[src/sv/cla_pkg.sv]
// Shared types and codes for the console line assembler.
// No dependencies; used by the interfaces, controller, datapath and top level.
`timescale 1ns / 1ps
package cla_pkg;

	localparam int BUF_DEPTH_DEF = 32;
	localparam int CHAR_W        = 7;
	localparam int LEN_W         = 6;
	localparam int KIND_W        = 2;

	localparam logic [LEN_W-1:0] LIMIT_RST = 6'd32;

	localparam logic [CHAR_W-1:0] CH_BS  = 7'h08;
	localparam logic [CHAR_W-1:0] CH_DEL = 7'h7F;
	localparam logic [CHAR_W-1:0] CH_CR  = 7'h0D;
	localparam logic [CHAR_W-1:0] CH_LF  = 7'h0A;

	localparam logic [KIND_W-1:0] KIND_ECHO = 2'd0;
	localparam logic [KIND_W-1:0] KIND_BYTE = 2'd1;
	localparam logic [KIND_W-1:0] KIND_END  = 2'd2;

	// class of the character waiting at the input
	localparam logic [2:0] CLS_SWALLOW = 3'd0;
	localparam logic [2:0] CLS_LF      = 3'd1;
	localparam logic [2:0] CLS_CR      = 3'd2;
	localparam logic [2:0] CLS_BS      = 3'd3;
	localparam logic [2:0] CLS_STORE   = 3'd4;
	localparam logic [2:0] CLS_FULL    = 3'd5;

	// source of the output byte
	localparam logic [1:0] SRC_CHAR = 2'd0;
	localparam logic [1:0] SRC_LF   = 2'd1;
	localparam logic [1:0] SRC_LINE = 2'd2;
	localparam logic [1:0] SRC_END  = 2'd3;

	typedef struct packed {
		logic              out_load;
		logic [KIND_W-1:0] out_kind;
		logic [1:0]        out_src;
		logic              out_last;
		logic              store;
		logic              back;
		logic              cr_set;
		logic              cr_clr;
		logic              line_start;
		logic              line_short;
		logic              idx_inc;
	} cmd_t;

	typedef struct packed {
		logic [2:0] cls;
		logic       out_free;
		logic       idx_last;
		logic       fill_one;
	} stat_t;

endpackage

[src/sv/cla_if.sv]
// Request channels of the console line assembler: received characters in,
// result items out. Depends on cla_pkg for field widths.
`timescale 1ns / 1ps
interface cla_in_if;
	logic                         valid;
	logic                         ready;
	logic [cla_pkg::CHAR_W-1:0]   rx_char;

	modport source (output valid, output rx_char, input ready);
	modport sink   (input valid, input rx_char, output ready);
endinterface

interface cla_out_if;
	logic                         valid;
	logic                         ready;
	logic [cla_pkg::KIND_W-1:0]   out_kind;
	logic [cla_pkg::CHAR_W-1:0]   out_byte;
	logic [cla_pkg::LEN_W-1:0]    line_length;
	logic                         run_last;

	modport source (output valid, output out_kind, output out_byte, output line_length,
		output run_last, input ready);
	modport sink   (input valid, input out_kind, input out_byte, input line_length,
		input run_last, output ready);
endinterface

[src/sv/console_line_assembler_core.sv]
// Console line assembler: echo and backspace-edited line buffer.
// The first result of a request is registered and appears in the cycle after it is taken.
// Throughput: one request per cycle while the output is free, if it does not end a line;
// a line end brings the LF echo after CR, line bytes one per cycle, then the end item.
// Reset clears fill index, CR flag and sequencer; line limit returns to 32;
// the line store is not cleared.
`timescale 1ns / 1ps
module console_line_assembler_core #(
	parameter int BUF_DEPTH = cla_pkg::BUF_DEPTH_DEF
) (
	input  logic                      clk,
	input  logic                      arst_n,
	cla_in_if.sink                    rx_ch,
	cla_out_if.source                 res,
	input  logic                      cfg_we,
	input  logic [cla_pkg::LEN_W-1:0] cfg_wdata
);

	cla_pkg::cmd_t  cmd;
	cla_pkg::stat_t st;

	cla_ctrl u_ctrl (
		.clk      (clk),
		.arst_n   (arst_n),
		.rx_valid (rx_ch.valid),
		.rx_ready (rx_ch.ready),
		.st       (st),
		.cmd      (cmd)
	);

	cla_dp #(
		.BUF_DEPTH (BUF_DEPTH)
	) u_dp (
		.clk       (clk),
		.arst_n    (arst_n),
		.rx_char   (rx_ch.rx_char),
		.cfg_we    (cfg_we),
		.cfg_wdata (cfg_wdata),
		.cmd       (cmd),
		.st        (st),
		.res_valid (res.valid),
		.res_ready (res.ready),
		.res_kind  (res.out_kind),
		.res_byte  (res.out_byte),
		.res_len   (res.line_length),
		.res_last  (res.run_last)
	);

endmodule

[src/sv/cla_ctrl.sv]
// Sequencer of the console line assembler: echo, extra LF, line bytes, end item.
// Depends on cla_pkg for the command and status structs.
`timescale 1ns / 1ps
module cla_ctrl (
	input  logic           clk,
	input  logic           arst_n,
	input  logic           rx_valid,
	output logic           rx_ready,
	input  cla_pkg::stat_t st,
	output cla_pkg::cmd_t  cmd
);

	localparam logic [1:0] S_IDLE    = 2'd0;
	localparam logic [1:0] S_ECHO_LF = 2'd1;
	localparam logic [1:0] S_BYTES   = 2'd2;
	localparam logic [1:0] S_END     = 2'd3;

	logic [1:0] state_q;
	logic [1:0] state_d;

	assign rx_ready = (state_q == S_IDLE) && st.out_free;

	always_comb begin
		cmd     = '0;
		state_d = state_q;
		case (state_q)
			S_IDLE: begin
				if (rx_valid && rx_ready) begin
					cmd.out_kind = cla_pkg::KIND_ECHO;
					cmd.out_src  = cla_pkg::SRC_CHAR;
					case (st.cls)
						cla_pkg::CLS_SWALLOW: begin
							cmd.cr_clr = 1'b1;
						end
						cla_pkg::CLS_LF: begin
							cmd.out_load   = 1'b1;
							cmd.out_src    = cla_pkg::SRC_LF;
							cmd.line_start = 1'b1;
							state_d        = S_BYTES;
						end
						cla_pkg::CLS_CR: begin
							cmd.out_load   = 1'b1;
							cmd.line_start = 1'b1;
							cmd.cr_set     = 1'b1;
							state_d        = S_ECHO_LF;
						end
						cla_pkg::CLS_BS: begin
							cmd.out_load = 1'b1;
							cmd.out_last = 1'b1;
							cmd.back     = 1'b1;
						end
						cla_pkg::CLS_STORE: begin
							cmd.out_load = 1'b1;
							cmd.out_last = 1'b1;
							cmd.store    = 1'b1;
							cmd.cr_clr   = 1'b1;
						end
						cla_pkg::CLS_FULL: begin
							// line goes out without its last stored character
							cmd.out_load   = 1'b1;
							cmd.line_start = 1'b1;
							cmd.line_short = 1'b1;
							cmd.cr_clr     = 1'b1;
							state_d        = st.fill_one ? S_END : S_BYTES;
						end
						default: begin
							cmd.out_load = 1'b0;
						end
					endcase
				end
			end
			S_ECHO_LF: begin
				if (st.out_free) begin
					cmd.out_load = 1'b1;
					cmd.out_kind = cla_pkg::KIND_ECHO;
					cmd.out_src  = cla_pkg::SRC_LF;
					state_d      = S_BYTES;
				end
			end
			S_BYTES: begin
				if (st.out_free) begin
					cmd.out_load = 1'b1;
					cmd.out_kind = cla_pkg::KIND_BYTE;
					cmd.out_src  = cla_pkg::SRC_LINE;
					cmd.idx_inc  = 1'b1;
					if (st.idx_last) begin
						state_d = S_END;
					end
				end
			end
			S_END: begin
				if (st.out_free) begin
					cmd.out_load = 1'b1;
					cmd.out_kind = cla_pkg::KIND_END;
					cmd.out_src  = cla_pkg::SRC_END;
					cmd.out_last = 1'b1;
					state_d      = S_IDLE;
				end
			end
			default: begin
				state_d = S_IDLE;
			end
		endcase
	end

	always_ff @(posedge clk or negedge arst_n) begin
		if (!arst_n) begin
			state_q <= S_IDLE;
		end else begin
			state_q <= state_d;
		end
	end

endmodule

[src/sv/cla_dp.sv]
// Datapath of the console line assembler: line store, fill index, limit
// register, read-out counter and output register. Depends on cla_pkg.
`timescale 1ns / 1ps
module cla_dp #(
	parameter int BUF_DEPTH = cla_pkg::BUF_DEPTH_DEF
) (
	input  logic                          clk,
	input  logic                          arst_n,
	input  logic [cla_pkg::CHAR_W-1:0]    rx_char,
	input  logic                          cfg_we,
	input  logic [cla_pkg::LEN_W-1:0]     cfg_wdata,
	input  cla_pkg::cmd_t                 cmd,
	output cla_pkg::stat_t                st,
	output logic                          res_valid,
	input  logic                          res_ready,
	output logic [cla_pkg::KIND_W-1:0]    res_kind,
	output logic [cla_pkg::CHAR_W-1:0]    res_byte,
	output logic [cla_pkg::LEN_W-1:0]     res_len,
	output logic                          res_last
);

	localparam int AW = (BUF_DEPTH > 1) ? $clog2(BUF_DEPTH) : 1;
	localparam int FW = $clog2(BUF_DEPTH + 1);
	localparam logic [cla_pkg::LEN_W-1:0] DEPTH_L = cla_pkg::LEN_W'(BUF_DEPTH);
	localparam logic [FW-1:0] DEPTH_F = FW'(BUF_DEPTH);

	logic [cla_pkg::CHAR_W-1:0] mem [BUF_DEPTH];
	logic [cla_pkg::CHAR_W-1:0] rd_data_q;
	logic [FW-1:0]              fill_q;
	logic [FW-1:0]              len_q;
	logic [FW-1:0]              idx_q;
	logic [FW-1:0]              idx_d;
	logic [AW-1:0]              rd_addr;
	logic                       after_cr_q;
	logic                       lf_sub_q;
	logic [cla_pkg::LEN_W-1:0]  limit_q;
	logic [cla_pkg::LEN_W-1:0]  limit_eff;
	logic [cla_pkg::LEN_W-1:0]  fill_l;
	logic [cla_pkg::CHAR_W-1:0] byte_d;
	logic                       is_ord;
	logic [2:0]                 cls;

	// limit of zero acts as one, above the store depth as the depth
	always_comb begin
		limit_eff = limit_q;
		if (limit_q == '0) begin
			limit_eff = cla_pkg::LEN_W'(1);
		end else if (limit_q > DEPTH_L) begin
			limit_eff = DEPTH_L;
		end
	end

	assign fill_l = cla_pkg::LEN_W'(fill_q);
	assign is_ord = !(rx_char inside {cla_pkg::CH_LF, cla_pkg::CH_CR, cla_pkg::CH_BS,
		cla_pkg::CH_DEL});

	always_comb begin
		if (rx_char == cla_pkg::CH_LF) begin
			cls = after_cr_q ? cla_pkg::CLS_SWALLOW : cla_pkg::CLS_LF;
		end else if (rx_char == cla_pkg::CH_CR) begin
			cls = cla_pkg::CLS_CR;
		end else if (!is_ord) begin
			cls = cla_pkg::CLS_BS;
		end else if (fill_l < limit_eff) begin
			cls = cla_pkg::CLS_STORE;
		end else begin
			cls = cla_pkg::CLS_FULL;
		end
	end

	assign st.cls      = cls;
	assign st.out_free = !res_valid || res_ready;
	assign st.idx_last = (idx_q + FW'(1)) == len_q;
	assign st.fill_one = fill_q == FW'(1);

	// read-out counter runs one address ahead so data is ready when a byte is taken
	always_comb begin
		if (cmd.line_start) begin
			idx_d = '0;
		end else if (cmd.idx_inc) begin
			idx_d = idx_q + FW'(1);
		end else begin
			idx_d = idx_q;
		end
		rd_addr = (idx_d >= DEPTH_F) ? '0 : idx_d[AW-1:0];
	end

	always_ff @(posedge clk) begin
		if (cmd.store) begin
			mem[fill_q[AW-1:0]] <= rx_char;
		end
		rd_data_q <= mem[rd_addr];
	end

	always_ff @(posedge clk or negedge arst_n) begin
		if (!arst_n) begin
			fill_q     <= '0;
			after_cr_q <= 1'b0;
			limit_q    <= cla_pkg::LIMIT_RST;
			idx_q      <= '0;
			len_q      <= '0;
			lf_sub_q   <= 1'b0;
		end else begin
			idx_q <= idx_d;
			if (cfg_we) begin
				limit_q <= cfg_wdata;
			end
			if (cmd.cr_set) begin
				after_cr_q <= 1'b1;
			end else if (cmd.cr_clr) begin
				after_cr_q <= 1'b0;
			end
			if (cmd.line_start) begin
				fill_q <= '0;
				if (cmd.line_short) begin
					len_q    <= fill_q - FW'(1);
					lf_sub_q <= 1'b0;
				end else if (fill_q == '0) begin
					// empty line goes out as a single LF
					len_q    <= FW'(1);
					lf_sub_q <= 1'b1;
				end else begin
					len_q    <= fill_q;
					lf_sub_q <= 1'b0;
				end
			end else if (cmd.store) begin
				fill_q <= fill_q + FW'(1);
			end else if (cmd.back && (fill_q != '0)) begin
				fill_q <= fill_q - FW'(1);
			end
		end
	end

	always_comb begin
		case (cmd.out_src)
			cla_pkg::SRC_CHAR: byte_d = rx_char;
			cla_pkg::SRC_LF:   byte_d = cla_pkg::CH_LF;
			cla_pkg::SRC_LINE: byte_d = lf_sub_q ? cla_pkg::CH_LF : rd_data_q;
			default:           byte_d = '0;
		endcase
	end

	always_ff @(posedge clk or negedge arst_n) begin
		if (!arst_n) begin
			res_valid <= 1'b0;
		end else if (cmd.out_load) begin
			res_valid <= 1'b1;
		end else if (res_ready) begin
			res_valid <= 1'b0;
		end
	end

	always_ff @(posedge clk) begin
		if (cmd.out_load) begin
			res_kind <= cmd.out_kind;
			res_byte <= byte_d;
			res_len  <= (cmd.out_src == cla_pkg::SRC_END)
				? cla_pkg::LEN_W'(len_q) : '0;
			res_last <= cmd.out_last;
		end
	end

endmodule

[src/flat_wrapper.sv]
// flat-port wrapper written by rule: the top's interface ports become plain ports
module console_line_assembler_core_flat 
#(
	parameter int BUF_DEPTH = cla_pkg::BUF_DEPTH_DEF
)
  (clk, arst_n, cfg_we, cfg_wdata, rx_ch_valid, rx_ch_rx_char, rx_ch_ready, res_valid, res_out_kind, res_out_byte, res_line_length, res_run_last, res_ready);
  cla_in_if rx_ch_i ();
  cla_out_if res_i ();
  input  logic clk;
  input  logic arst_n;
  input  logic cfg_we;
  input  logic [cla_pkg::LEN_W-1:0] cfg_wdata;
  input wire logic [$bits(rx_ch_i.valid)-1:0] rx_ch_valid;
  input wire logic [$bits(rx_ch_i.rx_char)-1:0] rx_ch_rx_char;
  output wire logic [$bits(rx_ch_i.ready)-1:0] rx_ch_ready;
  output wire logic [$bits(res_i.valid)-1:0] res_valid;
  output wire logic [$bits(res_i.out_kind)-1:0] res_out_kind;
  output wire logic [$bits(res_i.out_byte)-1:0] res_out_byte;
  output wire logic [$bits(res_i.line_length)-1:0] res_line_length;
  output wire logic [$bits(res_i.run_last)-1:0] res_run_last;
  input wire logic [$bits(res_i.ready)-1:0] res_ready;
  assign rx_ch_i.valid = rx_ch_valid;
  assign rx_ch_i.rx_char = rx_ch_rx_char;
  assign rx_ch_ready = rx_ch_i.ready;
  assign res_valid = res_i.valid;
  assign res_out_kind = res_i.out_kind;
  assign res_out_byte = res_i.out_byte;
  assign res_line_length = res_i.line_length;
  assign res_run_last = res_i.run_last;
  assign res_i.ready = res_ready;
  console_line_assembler_core #(.BUF_DEPTH(BUF_DEPTH)) u_core (.clk(clk), .arst_n(arst_n), .rx_ch(rx_ch_i), .res(res_i), .cfg_we(cfg_we), .cfg_wdata(cfg_wdata));
endmodule
[config.mk]
export PLATFORM = sky130hd
export DESIGN_NAME = console_line_assembler_core_flat
export DESIGN_NICKNAME = d
export VERILOG_FILES = /design/src/sv/cla_pkg.sv /design/src/sv/cla_if.sv /design/src/sv/console_line_assembler_core.sv /design/src/sv/cla_ctrl.sv /design/src/sv/cla_dp.sv /design/src/flat_wrapper.sv
export SDC_FILE = /design/constraint.sdc
export NUM_CORES = 1
export LEC_CHECK = 0
export BUFFER_PORTS_ARGS = -buffer_cell sky130_fd_sc_hd__buf_4
export CAP_MARGIN = 20
export CORE_ASPECT_RATIO = 1.4
export CORE_MARGIN = 2
export CORE_UTILIZATION = 30
export CTS_CLUSTER_DIAMETER = 80
export CTS_CLUSTER_SIZE = 30
export DETAILED_ROUTE_END_ITERATION = 12
export SLEW_MARGIN = 20
export SYNTH_ARGS = -nofsm -noshare
export SYNTH_HDL_FRONTEND = slang
export SYNTH_SLANG_ARGS = --single-unit
[constraint.sdc]
create_clock -name clk -period 9.65 [get_ports clk]
set_clock_uncertainty 0.15 [all_clocks]
set_input_delay 0 -clock clk [delete_from_list [all_inputs] [get_ports clk]]
set_output_delay 0 -clock clk [all_outputs]
set_load 0.03 [all_outputs]
==> results.py <==
metrics = {
    "outcome": {
        "status": "complete, no violations",
    },
    "setup_path": {
        "reg2reg_from": "u_core.u_dp.fill_l[3]",
        "path_delay_family": "compound AO/OA/AOI/OAI gates",
        "worstReg2RegEnd": "u_core.u_dp.rd_data_q[1]",
        "worst_setup_path_start_kind": "flip-flop",
        "ff2ff_setup_slack_ns": 5.11,
        "cp_slowest_cell": "o311a_1",
        "crit_buf_inv": 0,
        "critPathMaxFanout": 21,
        "crit_required_ns": 9.88,
        "slowest_delay_ns": 0.80,
        "worstRegToRegCells": 10,
        "crit_type": "reg2reg",
        "end_kind": "flip-flop",
        "cp_data_arrival_time_ns": 4.78,
        "path_cells": "ha_1 > a211o_1 > o211ai_1 > and3_4 > a21boi_0 > o311a_1 > a221o_1 > a221oi_1 > nor3_1 > or4_1",
    },
    "grt": {
        "antenna_found_initial": 0,
        "grt_max_degree": 49,
        "gr-total-overflow": 0,
        "grt_usage_pct": 14.5,
        "grt_first_pass_wirelength_um": 44000,
        "grt_pass1_vias": 7098,
    },
    "clocking": {
        "ctsResizeCount": 0,
        "cts_buffers": 13,
        "root_buffer": "clkbuf_16",
        "clkTransAtPathRegs_ns": 0.11,
        "post-cts-setup-buffers": 0,
        "cts.hold.buffers_added": 25,
        "cts_sinks": 276,
        "cts_max_level": 1,
        "worstSkewPairLatency_ns": 0.49,
        "cts_buffer_depth": 3,
        "cts_tree": "built",
    },
    "detailed_routing": {
        "avgRoutedWirePerCell_um": 22.1,
        "routed-via-count": 7072,
        "drc_errors": 0,
        "wl_um": 29000,
        "ant_nets": 0,
        "dr.first_iter.drc_count": 682,
        "detail_route.first_pass.iterations": 5,
        "vias_per_cell": 5.39,
    },
    "finish": {
        "num-nets-final": 865,
        "fin_util_pct": 34.3,
        "mostFrequentLayoutCells": "240 x edfxtp_1, 67 x nor2_1, 55 x nand2_1",
        "area_growth_pct": 12.3,
        "final_common_cell": "edfxtp_1",
        "n_antenna_cell": 0,
        "drive_above_1_share_pct": 11.6,
    },
    "synth": {
        "netlist_area_sq_mm": 0.0115,
        "synth-seq-cells": 276,
        "synth.avg_cell_area_sq_um": 14.5,
        "yosys.area.top_type_share_pct": 62.6,
        "yosys.area.top_type": "edfxtp_1",
        "synthCells": 794,
        "synth_cell_types": 67,
        "syn_nets": 826,
        "ys_warn_count": 0,
        "synth_area_leaders": "edfxtp_1 63%, dfrtp_1 6.1%, a221o_1 2.8%",
        "yosysSeqAreaShare_pct": 70.2,
        "synthArstFlopShare_pct": 10.5,
        "synth_edf_count": 240,
        "ys.flop_type": "edfxtp_1",
    },
    "sta": {
        "setup_violations": 0,
        "hold_slack_ns": 0.122,
        "rsz0062_at_grt": "false",
        "report.final.slew_viol_count": 0,
        "fmax_mhz": 220,
        "setup_tns_ns": 0,
        "period_needed_ns": 4.54,
        "final.period_utilization_pct": 47.1,
        "hold_viol_final": 0,
        "slew_headroom_pct": 25.1,
        "worst_slack_ns": 5.11,
        "worst_pin_slew_ns": 1.12,
    },
    "power_and_ir_drop": {
        "p_per_area_mw_per_mm2": 279,
        "leakagePower_nw": 4.23,
        "ir_drop_uv": 130,
        "power_mw": 3.60,
    },
    "worst_hold_path": {
        "min_path_cells": 3,
        "min_from": "cfg_we",
        "whs_endpoint": "u_core.u_dp.limit_q[5]",
        "min_path_type": "in2reg",
    },
    "floorplanning": {
        "ios": 36,
        "rows": 84,
        "die_area_sq_mm": 0.0400,
        "die_h_um": 236,
        "die_w_um": 170,
        "start_util_pct": 30.5,
        "core_sq_mm": 0.0377,
    },
    "place": {
        "hpwl_um": 18500,
        "post-place-ws_ns": 5.01,
        "place_congestion": 0.844,
        "io_buffer_count": 35,
    },
    "flow_run": {
        "cap_violations": 0,
    },
}
worst reg2reg max path, delay by kind of cell (launching register included):
family | cells | cell delay (ns)
compound gates | 6 | 2.39
simple gates | 3 | 0.88
flops | 1 | 0.69
fa+ha+maj | 1 | 0.34
Yosys cell counts, drive strengths merged, types with 6 or more instances:
library cell  number
edfxtp           240
dfrtp             28
xnor2              8
and4               8
o21ai             22
a22oi             17
and2              11
buf               14
nand2             55
nor3b              7
a221oi            46
nand3             19
or4                9
nand2b             7
xor2               7
a221o             32
a222oi             9
a21oi             18
mux2i              6
dfxtp              7
clkbuf            30
ha                14
nor3              32
inv                9
nor2              67
area by class of cell:
cell class	instances	area, sq um
fillers	3617	24800
flip-flops and latches	276	8070
multi-input cells	465	3240
well taps	473	592
repair buffers	68	583
clock buffers	18	344
clock inverters	3	55.1
inverters	9	33.8
per-layer routing:
metal / vias to the layer above / GRT usage [%] / share of wire [%]
met1: 3531 / 17.4 / 39
li1: 3238 / - / -
met3: 59 / 1.38 / 4.7
met4: 0 / 5.72 / 3.8
met2: 244 / 26.4 / 52
met5: - / 0 / 0
cells by family (layout without fill, tap and decap cells):
kind of cell               after synthesis  after routing  share of synthesized area (%)
muxes                                   11             11                           1.01
AOI/OAI and AO/OA                      183            183                           13.5
xor gates and xnor gates                15             15                           1.14
buffers and inverters                   53             98                           2.09
DFF                                    276            276                           70.2
adders and majority gates               14             14                           1.52
and+or+nand+nor                        242            242                           10.6
state kept, by name (all words and copies together), names as in the netlist, 6 cells and up:
| name | count |
|---|---|
| u_core.u_dp.mem | 224 |
| u_core.u_dp.rd_data_q | 7 |
| u_core.u_dp.res_byte | 7 |
| u_core.u_dp.fill_l | 6 |
| u_core.u_dp.idx_q | 6 |
| u_core.u_dp.len_q | 6 |
| u_core.u_dp.limit_q | 6 |
| u_core.u_dp.res_len | 6 |
power breakdown:
group / switching (mW) / internal, mW
registers: 0.0988 / 1.42
logic: 0.942 / 0.502
clock network: 0.356 / 0.285
total: 1.40 / 2.21
worst max path at each step:
stage	from	cells after the start	to
2_1_floorplan	u_core.u_dp.limit_q[5]	13	u_core.u_dp.rd_data_q[4]
3_3_place_gp	u_core.u_dp.fill_l[3]	10	u_core.u_dp.rd_data_q[1]
3_5_place_dp	rx_ch_rx_char[3]	10	u_core.u_dp.rd_data_q[1]
4_1_cts	rx_ch_rx_char[3]	11	u_core.u_dp.rd_data_q[1]
5_1_grt	u_core.u_dp.res_valid	10	u_core.u_dp.rd_data_q[1]
6_report	u_core.u_dp.fill_l[3]	10	u_core.u_dp.rd_data_q[1]
through the flow:
stage	instance area (sq um)	std cells
5_1_grt	12900	1312
3_5_place_dp	12300	1266
4_1_cts	12900	1312
2_1_floorplan	11500	794
3_3_place_gp	12300	1266
6_report	12900	1312
No activity file was read; power rests on OpenSTA's default activity.
